[config.mk]
export PLATFORM = sky130hd
export DESIGN_NAME = bmp_stream_decoder_top
export DESIGN_NICKNAME = d
export VERILOG_FILES = /design/src/rtl/core/bsd_pkg.sv /design/src/rtl/core/bmp_stream_decoder_top.sv /design/src/rtl/core/bsd_decode.sv /design/src/rtl/core/bsd_out_reg.sv
export SDC_FILE = /design/constraint.sdc
export NUM_CORES = 1
export LEC_CHECK = 0
export BUFFER_PORTS_ARGS = -buffer_cell sky130_fd_sc_hd__buf_2
export CAP_MARGIN = 20
export CORE_ASPECT_RATIO = 2
export CORE_UTILIZATION = 45
export DETAILED_ROUTE_END_ITERATION = 6
export GPL_TIMING_DRIVEN = 0
export PLACE_DENSITY = 0.66
export SYNTH_ARGS = -nofsm -noshare
export SYNTH_HDL_FRONTEND = slang
export SYNTH_SLANG_ARGS = --single-unit
[constraint.sdc]
create_clock -name clk_i -period 10.6 [get_ports clk_i]
set_input_delay 0.53 -clock clk_i [delete_from_list [all_inputs] [get_ports clk_i]]
set_output_delay 0.53 -clock clk_i [all_outputs]
set_load 0.05 [all_outputs]
[src/rtl/core/bsd_pkg.sv]
// Shared types and constants of the BMP stream decoder.
package bsd_pkg;

  // Largest accepted image width or height.
  localparam int unsigned MAX_DIM = 4096;
  // Width of a stored dimension: it can hold MAX_DIM + 1, the clamp value.
  localparam int unsigned DIM_W   = 13;
  // Width of column and row counters and coordinates.
  localparam int unsigned COORD_W = 12;
  localparam int unsigned INDEX_W = 24;

  localparam logic [DIM_W-1:0] DIM_LIMIT = DIM_W'(MAX_DIM);
  localparam logic [DIM_W-1:0] DIM_CLAMP = DIM_W'(MAX_DIM + 1);

  typedef enum logic [1:0] {
    KIND_PIXEL  = 2'd0,
    KIND_ACCEPT = 2'd1,
    KIND_REJECT = 2'd2
  } result_kind_e;

  typedef enum logic [1:0] {
    ERR_NONE      = 2'd0,
    ERR_INFO_SIZE = 2'd1,
    ERR_DEPTH     = 2'd2,
    ERR_DIMS      = 2'd3
  } error_code_e;

  // One input word: a file byte and the start marker.
  typedef struct packed {
    logic [7:0] data_byte;
    logic       start_of_file;
  } in_item_t;

  // One result word.
  typedef struct packed {
    result_kind_e       result_kind;
    error_code_e        error_code;
    logic [7:0]         red;
    logic [7:0]         green;
    logic [7:0]         blue;
    logic [7:0]         alpha;
    logic [COORD_W-1:0] column;
    logic [COORD_W-1:0] dest_row;
    logic [INDEX_W-1:0] pixel_index;
    logic [DIM_W-1:0]   image_width;
    logic [DIM_W-1:0]   image_height;
    logic               last_pixel;
  } out_item_t;

  // Result of decoding one word, handed to the output register.
  typedef struct packed {
    logic      valid;
    out_item_t item;
  } result_t;

endpackage

[src/rtl/core/bmp_stream_decoder_top.sv]
// Top level of the BMP stream decoder: input register, decode stage and result register.
//
// The decoder takes a BMP file one byte per input word and returns at most one result
// word per byte: a header-accepted word carrying the image size, a header-rejected word
// carrying an error code, or one RGBA pixel with its column, its bottom-up flipped row
// and its destination index. A word with start_of_file set restarts parsing at file byte
// zero; after reset the first bytes are parsed as the start of a file. Only 24- and
// 32-bit uncompressed pixels with 40-, 108- or 124-byte info headers are handled, and
// after a rejection or the last pixel further bytes are dropped until the next start.
// The block sustains one byte per clock cycle as long as the output is not stalled:
// every byte passes through an input register and then one combinational decode pass,
// whose longest path is the 12 by 13 bit multiply that forms the pixel index, into the
// result register, from which its result is presented. Bytes that cause no result
// (header bytes, the bytes of a pixel before its last one, and row padding) take the
// same path.
// in_ready_o follows out_ready_i combinationally through both stages, so a stall at the
// output stops the input in the same cycle once the registers are full.
module bmp_stream_decoder_top (
  input  logic               clk_i,
  input  logic               rst_ni,
  input  logic               in_valid_i,
  output logic               in_ready_o,
  input  bsd_pkg::in_item_t  in_word_i,
  output logic               out_valid_o,
  input  logic               out_ready_i,
  output bsd_pkg::out_item_t out_word_o
);

  logic              in_valid_q, in_valid_d;
  bsd_pkg::in_item_t in_word_q;
  logic              advance;
  logic              can_load;
  bsd_pkg::result_t  result;

  // The registered byte is decoded and moves on whenever the result register can
  // take whatever it produces, including nothing.
  assign advance    = in_valid_q && can_load;
  assign in_ready_o = !in_valid_q || advance;

  always_comb begin
    in_valid_d = in_valid_q;
    if (in_ready_o) begin
      in_valid_d = in_valid_i;
    end
  end

  always_ff @(posedge clk_i or negedge rst_ni) begin
    if (!rst_ni) begin
      in_valid_q <= 1'b0;
    end else begin
      in_valid_q <= in_valid_d;
    end
  end

  // The byte itself needs no reset; it is only used while in_valid_q is set.
  always_ff @(posedge clk_i) begin
    if (in_valid_i && in_ready_o) begin
      in_word_q <= in_word_i;
    end
  end

  // Parser state lives in the decode stage and advances once per consumed byte.
  bsd_decode u_decode (
    .clk_i     (clk_i),
    .rst_ni    (rst_ni),
    .advance_i (advance),
    .item_i    (in_word_q),
    .result_o  (result)
  );

  bsd_out_reg u_out_reg (
    .clk_i       (clk_i),
    .rst_ni      (rst_ni),
    .load_i      (advance),
    .result_i    (result),
    .can_load_o  (can_load),
    .out_valid_o (out_valid_o),
    .out_ready_i (out_ready_i),
    .out_word_o  (out_word_o)
  );

endmodule

[src/rtl/core/bsd_decode.sv]
// Parser state and the single-pass decode of one file byte.
module bsd_decode (
  input  logic              clk_i,
  input  logic              rst_ni,
  input  logic              advance_i,
  input  bsd_pkg::in_item_t item_i,
  output bsd_pkg::result_t  result_o
);

  typedef enum logic [1:0] {
    PH_HEADER = 2'd0,
    PH_PIXEL  = 2'd1,
    PH_IDLE   = 2'd2
  } phase_e;

  localparam logic [7:0]  POS_INFO_END   = 8'd17;
  localparam logic [7:0]  POS_WIDTH_END  = 8'd21;
  localparam logic [7:0]  POS_HEIGHT_END = 8'd25;
  localparam logic [7:0]  POS_BPP_END    = 8'd29;
  localparam logic [7:0]  POS_MAX        = 8'd255;
  localparam logic [7:0]  FILE_HDR_LAST  = 8'd13;
  localparam logic [31:0] INFO_LEN_40    = 32'd40;
  localparam logic [31:0] INFO_LEN_108   = 32'd108;
  localparam logic [31:0] INFO_LEN_124   = 32'd124;
  localparam logic [15:0] BPP_24         = 16'd24;
  localparam logic [15:0] BPP_32         = 16'd32;
  localparam logic [2:0]  BYTES_24       = 3'd3;
  localparam logic [2:0]  BYTES_32       = 3'd4;
  localparam logic [1:0]  ALPHA_SLOT     = 2'd3;
  localparam logic [7:0]  ALPHA_OPAQUE   = 8'd255;

  localparam int unsigned DW = bsd_pkg::DIM_W;
  localparam int unsigned CW = bsd_pkg::COORD_W;

  // A negative or oversized dimension is stored as one above the limit.
  function automatic logic [DW-1:0] clamp_dim(input logic [31:0] v);
    logic [DW-1:0] r;
    if (v[31] || (v > 32'(bsd_pkg::MAX_DIM))) begin
      r = bsd_pkg::DIM_CLAMP;
    end else begin
      r = v[DW-1:0];
    end
    return r;
  endfunction

  phase_e        phase_q, phase_d;
  logic [7:0]    pos_q, pos_d;
  logic [31:0]   shift_q, shift_d;
  logic [6:0]    info_q, info_d;
  logic [DW-1:0] width_q, width_d;
  logic [DW-1:0] height_q, height_d;
  logic [2:0]    bpp_q, bpp_d;
  logic [CW-1:0] col_q, col_d;
  logic [CW-1:0] row_q, row_d;
  logic [1:0]    bip_q, bip_d;
  logic [23:0]   gather_q, gather_d;
  logic [1:0]    pad_q, pad_d;

  phase_e        cur_phase;
  logic [7:0]    cur_pos;
  logic [23:0]   gather_now;
  logic [7:0]    alpha;
  logic [2:0]    bip_next;
  logic [DW-1:0] col_inc;
  logic [DW-1:0] row_inc;
  logic [DW-1:0] dest_row_full;
  logic [CW-1:0] dest_row;
  logic [24:0]   row_base;
  logic [24:0]   index_full;
  logic [15:0]   bpp_field;

  always_comb begin
    // The start marker restarts parsing with this byte as file byte 0.
    cur_phase = item_i.start_of_file ? PH_HEADER : phase_q;
    cur_pos   = item_i.start_of_file ? 8'd0 : pos_q;

    phase_d  = cur_phase;
    pos_d    = cur_pos;
    shift_d  = shift_q;
    info_d   = info_q;
    width_d  = width_q;
    height_d = height_q;
    bpp_d    = bpp_q;
    col_d    = col_q;
    row_d    = row_q;
    bip_d    = bip_q;
    gather_d = gather_q;
    pad_d    = pad_q;

    result_o = '0;

    // Pixel datapath, used only in the pixel phase.
    gather_now = gather_q;
    alpha      = ALPHA_OPAQUE;
    case (bip_q)
      2'd0:    gather_now[7:0]   = item_i.data_byte;
      2'd1:    gather_now[15:8]  = item_i.data_byte;
      2'd2:    gather_now[23:16] = item_i.data_byte;
      default: alpha             = item_i.data_byte;
    endcase
    bip_next      = {1'b0, bip_q} + 3'd1;
    col_inc       = {1'b0, col_q} + DW'(1);
    row_inc       = {1'b0, row_q} + DW'(1);
    dest_row_full = height_q - DW'(1) - {1'b0, row_q};
    dest_row      = dest_row_full[CW-1:0];
    row_base      = 25'(dest_row) * 25'(width_q);
    index_full    = row_base + 25'(col_q);
    bpp_field     = 16'd0;

    unique case (cur_phase)
      PH_HEADER: begin
        shift_d = {item_i.data_byte, shift_q[31:8]};
        bpp_field = shift_d[31:16];
        if (cur_pos != POS_MAX) begin
          pos_d = cur_pos + 8'd1;
        end
        if (cur_pos == POS_INFO_END) begin
          if ((shift_d != INFO_LEN_40) && (shift_d != INFO_LEN_108) &&
              (shift_d != INFO_LEN_124)) begin
            result_o.valid                 = 1'b1;
            result_o.item.result_kind      = bsd_pkg::KIND_REJECT;
            result_o.item.error_code       = bsd_pkg::ERR_INFO_SIZE;
            phase_d                        = PH_IDLE;
          end else begin
            info_d = shift_d[6:0];
          end
        end else if (cur_pos == POS_WIDTH_END) begin
          width_d = clamp_dim(shift_d);
        end else if (cur_pos == POS_HEIGHT_END) begin
          height_d = clamp_dim(shift_d);
        end else if (cur_pos == POS_BPP_END) begin
          if ((bpp_field != BPP_24) && (bpp_field != BPP_32)) begin
            result_o.valid            = 1'b1;
            result_o.item.result_kind = bsd_pkg::KIND_REJECT;
            result_o.item.error_code  = bsd_pkg::ERR_DEPTH;
            phase_d                   = PH_IDLE;
          end else begin
            bpp_d = (bpp_field == BPP_24) ? BYTES_24 : BYTES_32;
            if ((width_q > bsd_pkg::DIM_LIMIT) || (height_q > bsd_pkg::DIM_LIMIT)) begin
              result_o.valid            = 1'b1;
              result_o.item.result_kind = bsd_pkg::KIND_REJECT;
              result_o.item.error_code  = bsd_pkg::ERR_DIMS;
              phase_d                   = PH_IDLE;
            end
          end
        end else if ((cur_pos > POS_BPP_END) &&
                     (cur_pos == (FILE_HDR_LAST + {1'b0, info_q}))) begin
          // Last byte of the info header: report the size and start pixels.
          result_o.valid             = 1'b1;
          result_o.item.result_kind  = bsd_pkg::KIND_ACCEPT;
          result_o.item.image_width  = width_q;
          result_o.item.image_height = height_q;
          col_d    = '0;
          row_d    = '0;
          bip_d    = '0;
          gather_d = '0;
          pad_d    = '0;
          phase_d  = ((width_q == '0) || (height_q == '0)) ? PH_IDLE : PH_PIXEL;
        end
      end

      PH_PIXEL: begin
        if (pad_q != 2'd0) begin
          pad_d = pad_q - 2'd1;
        end else if (bip_next < bpp_q) begin
          bip_d    = bip_next[1:0];
          gather_d = gather_now;
        end else begin
          result_o.valid             = 1'b1;
          result_o.item.result_kind  = bsd_pkg::KIND_PIXEL;
          result_o.item.red          = gather_now[23:16];
          result_o.item.green        = gather_now[15:8];
          result_o.item.blue         = gather_now[7:0];
          result_o.item.alpha        = (bip_q == ALPHA_SLOT) ? alpha : ALPHA_OPAQUE;
          result_o.item.column       = col_q;
          result_o.item.dest_row     = dest_row;
          result_o.item.pixel_index  = index_full[bsd_pkg::INDEX_W-1:0];
          result_o.item.image_width  = width_q;
          result_o.item.image_height = height_q;
          result_o.item.last_pixel   = (row_inc == height_q) && (col_inc == width_q);
          bip_d    = '0;
          gather_d = '0;
          if (col_inc >= width_q) begin
            col_d = '0;
            row_d = row_inc[CW-1:0];
            if (row_inc >= height_q) begin
              phase_d = PH_IDLE;
            end else begin
              // Row length in bytes is 3*width or 4*width; 3*width pads by width mod 4.
              pad_d = (bpp_q == BYTES_32) ? 2'd0 : width_q[1:0];
            end
          end else begin
            col_d = col_inc[CW-1:0];
          end
        end
      end

      PH_IDLE: begin
      end

      default: begin
        phase_d = PH_IDLE;
      end
    endcase
  end

  always_ff @(posedge clk_i or negedge rst_ni) begin
    if (!rst_ni) begin
      phase_q  <= PH_HEADER;
      pos_q    <= '0;
      shift_q  <= '0;
      info_q   <= '0;
      width_q  <= '0;
      height_q <= '0;
      bpp_q    <= '0;
      col_q    <= '0;
      row_q    <= '0;
      bip_q    <= '0;
      gather_q <= '0;
      pad_q    <= '0;
    end else if (advance_i) begin
      phase_q  <= phase_d;
      pos_q    <= pos_d;
      shift_q  <= shift_d;
      info_q   <= info_d;
      width_q  <= width_d;
      height_q <= height_d;
      bpp_q    <= bpp_d;
      col_q    <= col_d;
      row_q    <= row_d;
      bip_q    <= bip_d;
      gather_q <= gather_d;
      pad_q    <= pad_d;
    end
  end

endmodule

[src/rtl/core/bsd_out_reg.sv]
// Result register that holds a decoded word until the consumer takes it.
module bsd_out_reg (
  input  logic               clk_i,
  input  logic               rst_ni,
  input  logic               load_i,
  input  bsd_pkg::result_t   result_i,
  output logic               can_load_o,
  output logic               out_valid_o,
  input  logic               out_ready_i,
  output bsd_pkg::out_item_t out_word_o
);

  logic               valid_q, valid_d;
  bsd_pkg::out_item_t word_q;

  // The register may take a new word when it is empty or being emptied.
  assign can_load_o = !valid_q || out_ready_i;

  always_comb begin
    valid_d = valid_q;
    if (load_i) begin
      valid_d = result_i.valid;
    end else if (out_ready_i) begin
      valid_d = 1'b0;
    end
  end

  always_ff @(posedge clk_i or negedge rst_ni) begin
    if (!rst_ni) begin
      valid_q <= 1'b0;
    end else begin
      valid_q <= valid_d;
    end
  end

  always_ff @(posedge clk_i) begin
    if (load_i && result_i.valid) begin
      word_q <= result_i.item;
    end
  end

  assign out_valid_o = valid_q;
  assign out_word_o  = word_q;

endmodule

==> impl_metrics.csv <==
group,metric,value,unit
status,status,"finished clean",
power,p_clk_frac,0.464,
logic_synthesis,synth_nets,1983,
final_layout,final_cells,2367,
logic_synthesis,synth_area_leaders,"edfxtp_1, dfrtp_1, fa_1",
final_layout,mostFrequentLayoutCell,"nand2_1",
timing,holdWs,0.151,ns
routing,drt-pass1-iter-count,4,
routing,drc,0,
final_layout,drive_gt1_frac,0.104,
timing,tightest_slew,1.02,ns
timing,period_needed,8.75,ns
global_route,top_usage_layer,"met2",
power,vdd_drop_max,135,uV
timing,setup_viol,0,
power,p_switching,0.000495,W
clock_tree,cts_root_buf,"clkbuf_16",
place,placed_area,18300,um2
timing,grt_setup_unrepaired,"no",
min_path,worstHoldPathCells,1,
floorplanning,die_w,140,um
min_path,hp-class,"primary input to flip-flop",
global_route,grt_pass1_wl,73000,um
timing,finalCritPeriodShare,0.826,
worst_setup_path,reg2reg_depth,27,
worst_setup_path,cp_max_fo,8,
final_layout,utilization,0.517,
clock_tree,cts_resized,0,
floorplanning,design.core.area,37300,um2
routing,drt-total-wl,46000,um
floorplanning,dieArea,38700,um2
worst_setup_path,critPathSlowestCell,"a2111oi_0",
routing,routed_via_density,5.45,
place,dp_hpwl,36800,um
place,routabilityCongestion,0.931,
worst_setup_path,criticalPathCategory,"flip-flop to flip-flop",
final_layout,num_antenna_cells,0,
power,powerDensity,110,nW/um2
final_layout,design_area,19300,um2
worst_setup_path,end_kind,"flip-flop",
place,placed_cells,2322,
logic_synthesis,ys_seq_area_frac,0.393,
worst_setup_path,slowest_delay,0.90,ns
floorplanning,start_util,0.457,
routing,ant_nets,0,
floorplanning,std_cell_rows,100,
logic_synthesis,yosys.area.top_type,"edfxtp_1",
power,p_seq_frac,0.492,
global_route,overflow,0,
worst_setup_path,worstPathRequired,10.87,ns
place,port-buffer-count,125,
final_layout,n_fill_cell,3399,
logic_synthesis,synth_warnings,0,
global_route,grt_pass1_vias,13800,
logic_synthesis,netlist_area,17000,um2
worst_setup_path,cp_common_cell,"fa_1",
timing,max_slew_margin,0.316,
routing,post_drt_wl_per_cell,19.4,um
global_route,gr-usage-met1,0.231,
floorplanning,io_pins,126,
final_layout,area_delta_synth_final,13.2,%
routing,vias,12900,
logic_synthesis,ys_ff_latch,243,
global_route,use_met2,0.485,
global_route,grt_usage,0.246,
logic_synthesis,synthCells,1731,
power,p_leak,8.53,nW
power,p_comb_frac,0.044,
power,sw_frac_of_total,0.235,
clock_tree,clk_path_buf_depth,3,
worst_setup_path,startpoint_type,"flip-flop",
timing,tns,0,ns
timing,hold_viol,0,
clock_tree,cts_max_level,1,
timing,drv_slew,0,
power,intPower,0.00162,W
floorplanning,die_y,277,um
logic_synthesis,ys.flop_type,"dfrtp_1",
timing,fmax,114,MHz
clock_tree,clkSinkCount,243,
clock_tree,insertion_delay,0.55,ns
routing,drtIter0Drc,603,
logic_synthesis,synth_top_area_frac,0.212,
logic_synthesis,synth_edf_count,120,
global_route,grtUsageMet3,0.0256,
clock_tree,cts_made_buffers,24,
clock_tree,cts_tree,"yes",
clock_tree,cts.clk_slew.worst_paths,0.07,ns
global_route,grt_max_degree,80,
run,max-cap-violations,0,
final_layout,layout_common_cells,"nand2_1, inv_1, nor2_1",
logic_synthesis,synth_area_per_cell,9.83,um2
logic_synthesis,synth_cell_types,66,
global_route,antenna_found_initial,0,
final_layout,nets,2142,
logic_synthesis,async_reset_ff_frac,0.506,
timing,fin_skew,0.0179,ns
worst_setup_path,worstPathArrival,9.03,ns
-- worst max-delay path: cells and delay by family, from the launching register on --
kind                     cells  cell delay (ns)
AND/OR/NAND/NOR              4             0.82
adder cells (fa/ha/maj)      8             3.66
multiplexers                 1             0.61
flip-flops                   1             0.46
AO/OA/AOI/OAI                9             2.52
buffers and inverters        4             0.23
XOR/XNOR                     1             0.16
-- power by group through the flow --
stage	combinational, W	clock [W]	sequential, W
2_1_floorplan	0.0000612	0	0.00105
3_3_place_gp	0.0000879	0	0.00106
6_report	0.0000929	0.000979	0.00104
5_1_grt	0.000107	0.00103	0.00104
3_5_place_dp	0.0000930	0	0.00106
4_1_cts	0.0000941	0.00100	0.00104
-- timing repair --
item,4_1_cts,5_1_grt
endpoints found under the hold margin,44,0
setup buffers,0,0
hold buffers,1,0
-- cell type report --
| type | instances | area (um2) | share of cell area |
|---|---|---|---|
| Clock inverter | 16 | 221 | 0.0115 |
| Tap cell | 459 | 574 | 0.0298 |
| Multi-Input combinational cell | 1194 | 9230 | 0.479 |
| Sequential cell | 243 | 6680 | 0.347 |
| Buffer | 73 | 292 | 0.0151 |
| Timing Repair Buffer | 133 | 753 | 0.0391 |
| Inverter | 221 | 830 | 0.0431 |
| Clock buffer | 28 | 689 | 0.0358 |
-- flip-flops by register name, indices dropped and copies added (netlist names) --
| name | cells |
|---|---|
| in_valid_q | 1 |
| in_word_q | 9 |
| u_decode.bip_q | 2 |
| u_decode.bpp_q | 2 |
| u_decode.col_q | 12 |
| u_decode.gather_q | 24 |
| u_decode.height_q | 13 |
| u_decode.info_q | 7 |
| u_decode.pad_q | 2 |
| u_decode.phase_q | 2 |
| u_decode.pos_q | 8 |
| u_decode.row_q | 12 |
| u_decode.shift_q | 24 |
| u_decode.width_q | 13 |
| u_out_reg.out_valid_o | 1 |
| u_out_reg.out_word_o | 111 |
-- final timing paths --
kind                                 startpoint                       end  slack, ns
max                           u_decode.row_q[0]  u_out_reg.out_word_o[49]       1.85
min                                in_word_i[8]              in_word_q[8]       0.15
max reg2reg                   u_decode.row_q[0]  u_out_reg.out_word_o[49]       1.85
min reg2reg                u_decode.shift_q[21]      u_decode.shift_q[21]       0.51
max in group asynchronous                rst_ni         u_decode.col_q[9]       9.37
min in group asynchronous                rst_ni         u_decode.pos_q[3]       0.48
-- through the flow --
step | power (W) | setup slack, ns
finish | 0.00211 | 1.85
global route | 0.00218 | 1.28
CTS | 0.00213 | 1.75
detailed placement | 0.00115 | 1.76
global placement | 0.00114 | 0.833
floorplan | 0.00111 | 3.27
-- cells in the mapped netlist, drive strengths merged (13+ instances only) --
library cell  count
a21o             13
a21oi            55
a22o             30
and2             57
and3             35
clkbuf           62
dfrtp           123
edfxtp          120
fa              121
ha              118
inv             221
mux2i            39
nand2           285
nand3            25
nor2            136
nor2b            14
nor3             24
nor4             15
o21ai            59
xnor2            37
xor2             25
-- cells by family (layout without fill, tap and decap cells) --
kind of cell	count (synthesis)	after routing	share of synthesized area
AO/OA/AOI/OAI	208	208	0.0800
buffers and inverters	294	471	0.0659
flip-flops	243	243	0.393
multiplexers	45	45	0.0269
AND/OR/NAND/NOR	639	639	0.172
adder cells (fa/ha/maj)	239	239	0.229
XOR/XNOR	63	63	0.0332
-- layer usage --
metal  vias to the layer above  share of wire  routed length [um]
li1                       6025              -                   -
met1                      6344           0.33               15100
met2                       379           0.56               25900
met3                       161          0.033                1510
met4                         0          0.076                3500
met5                         -              0                   0
No activity file was read; power rests on OpenSTA's default activity.
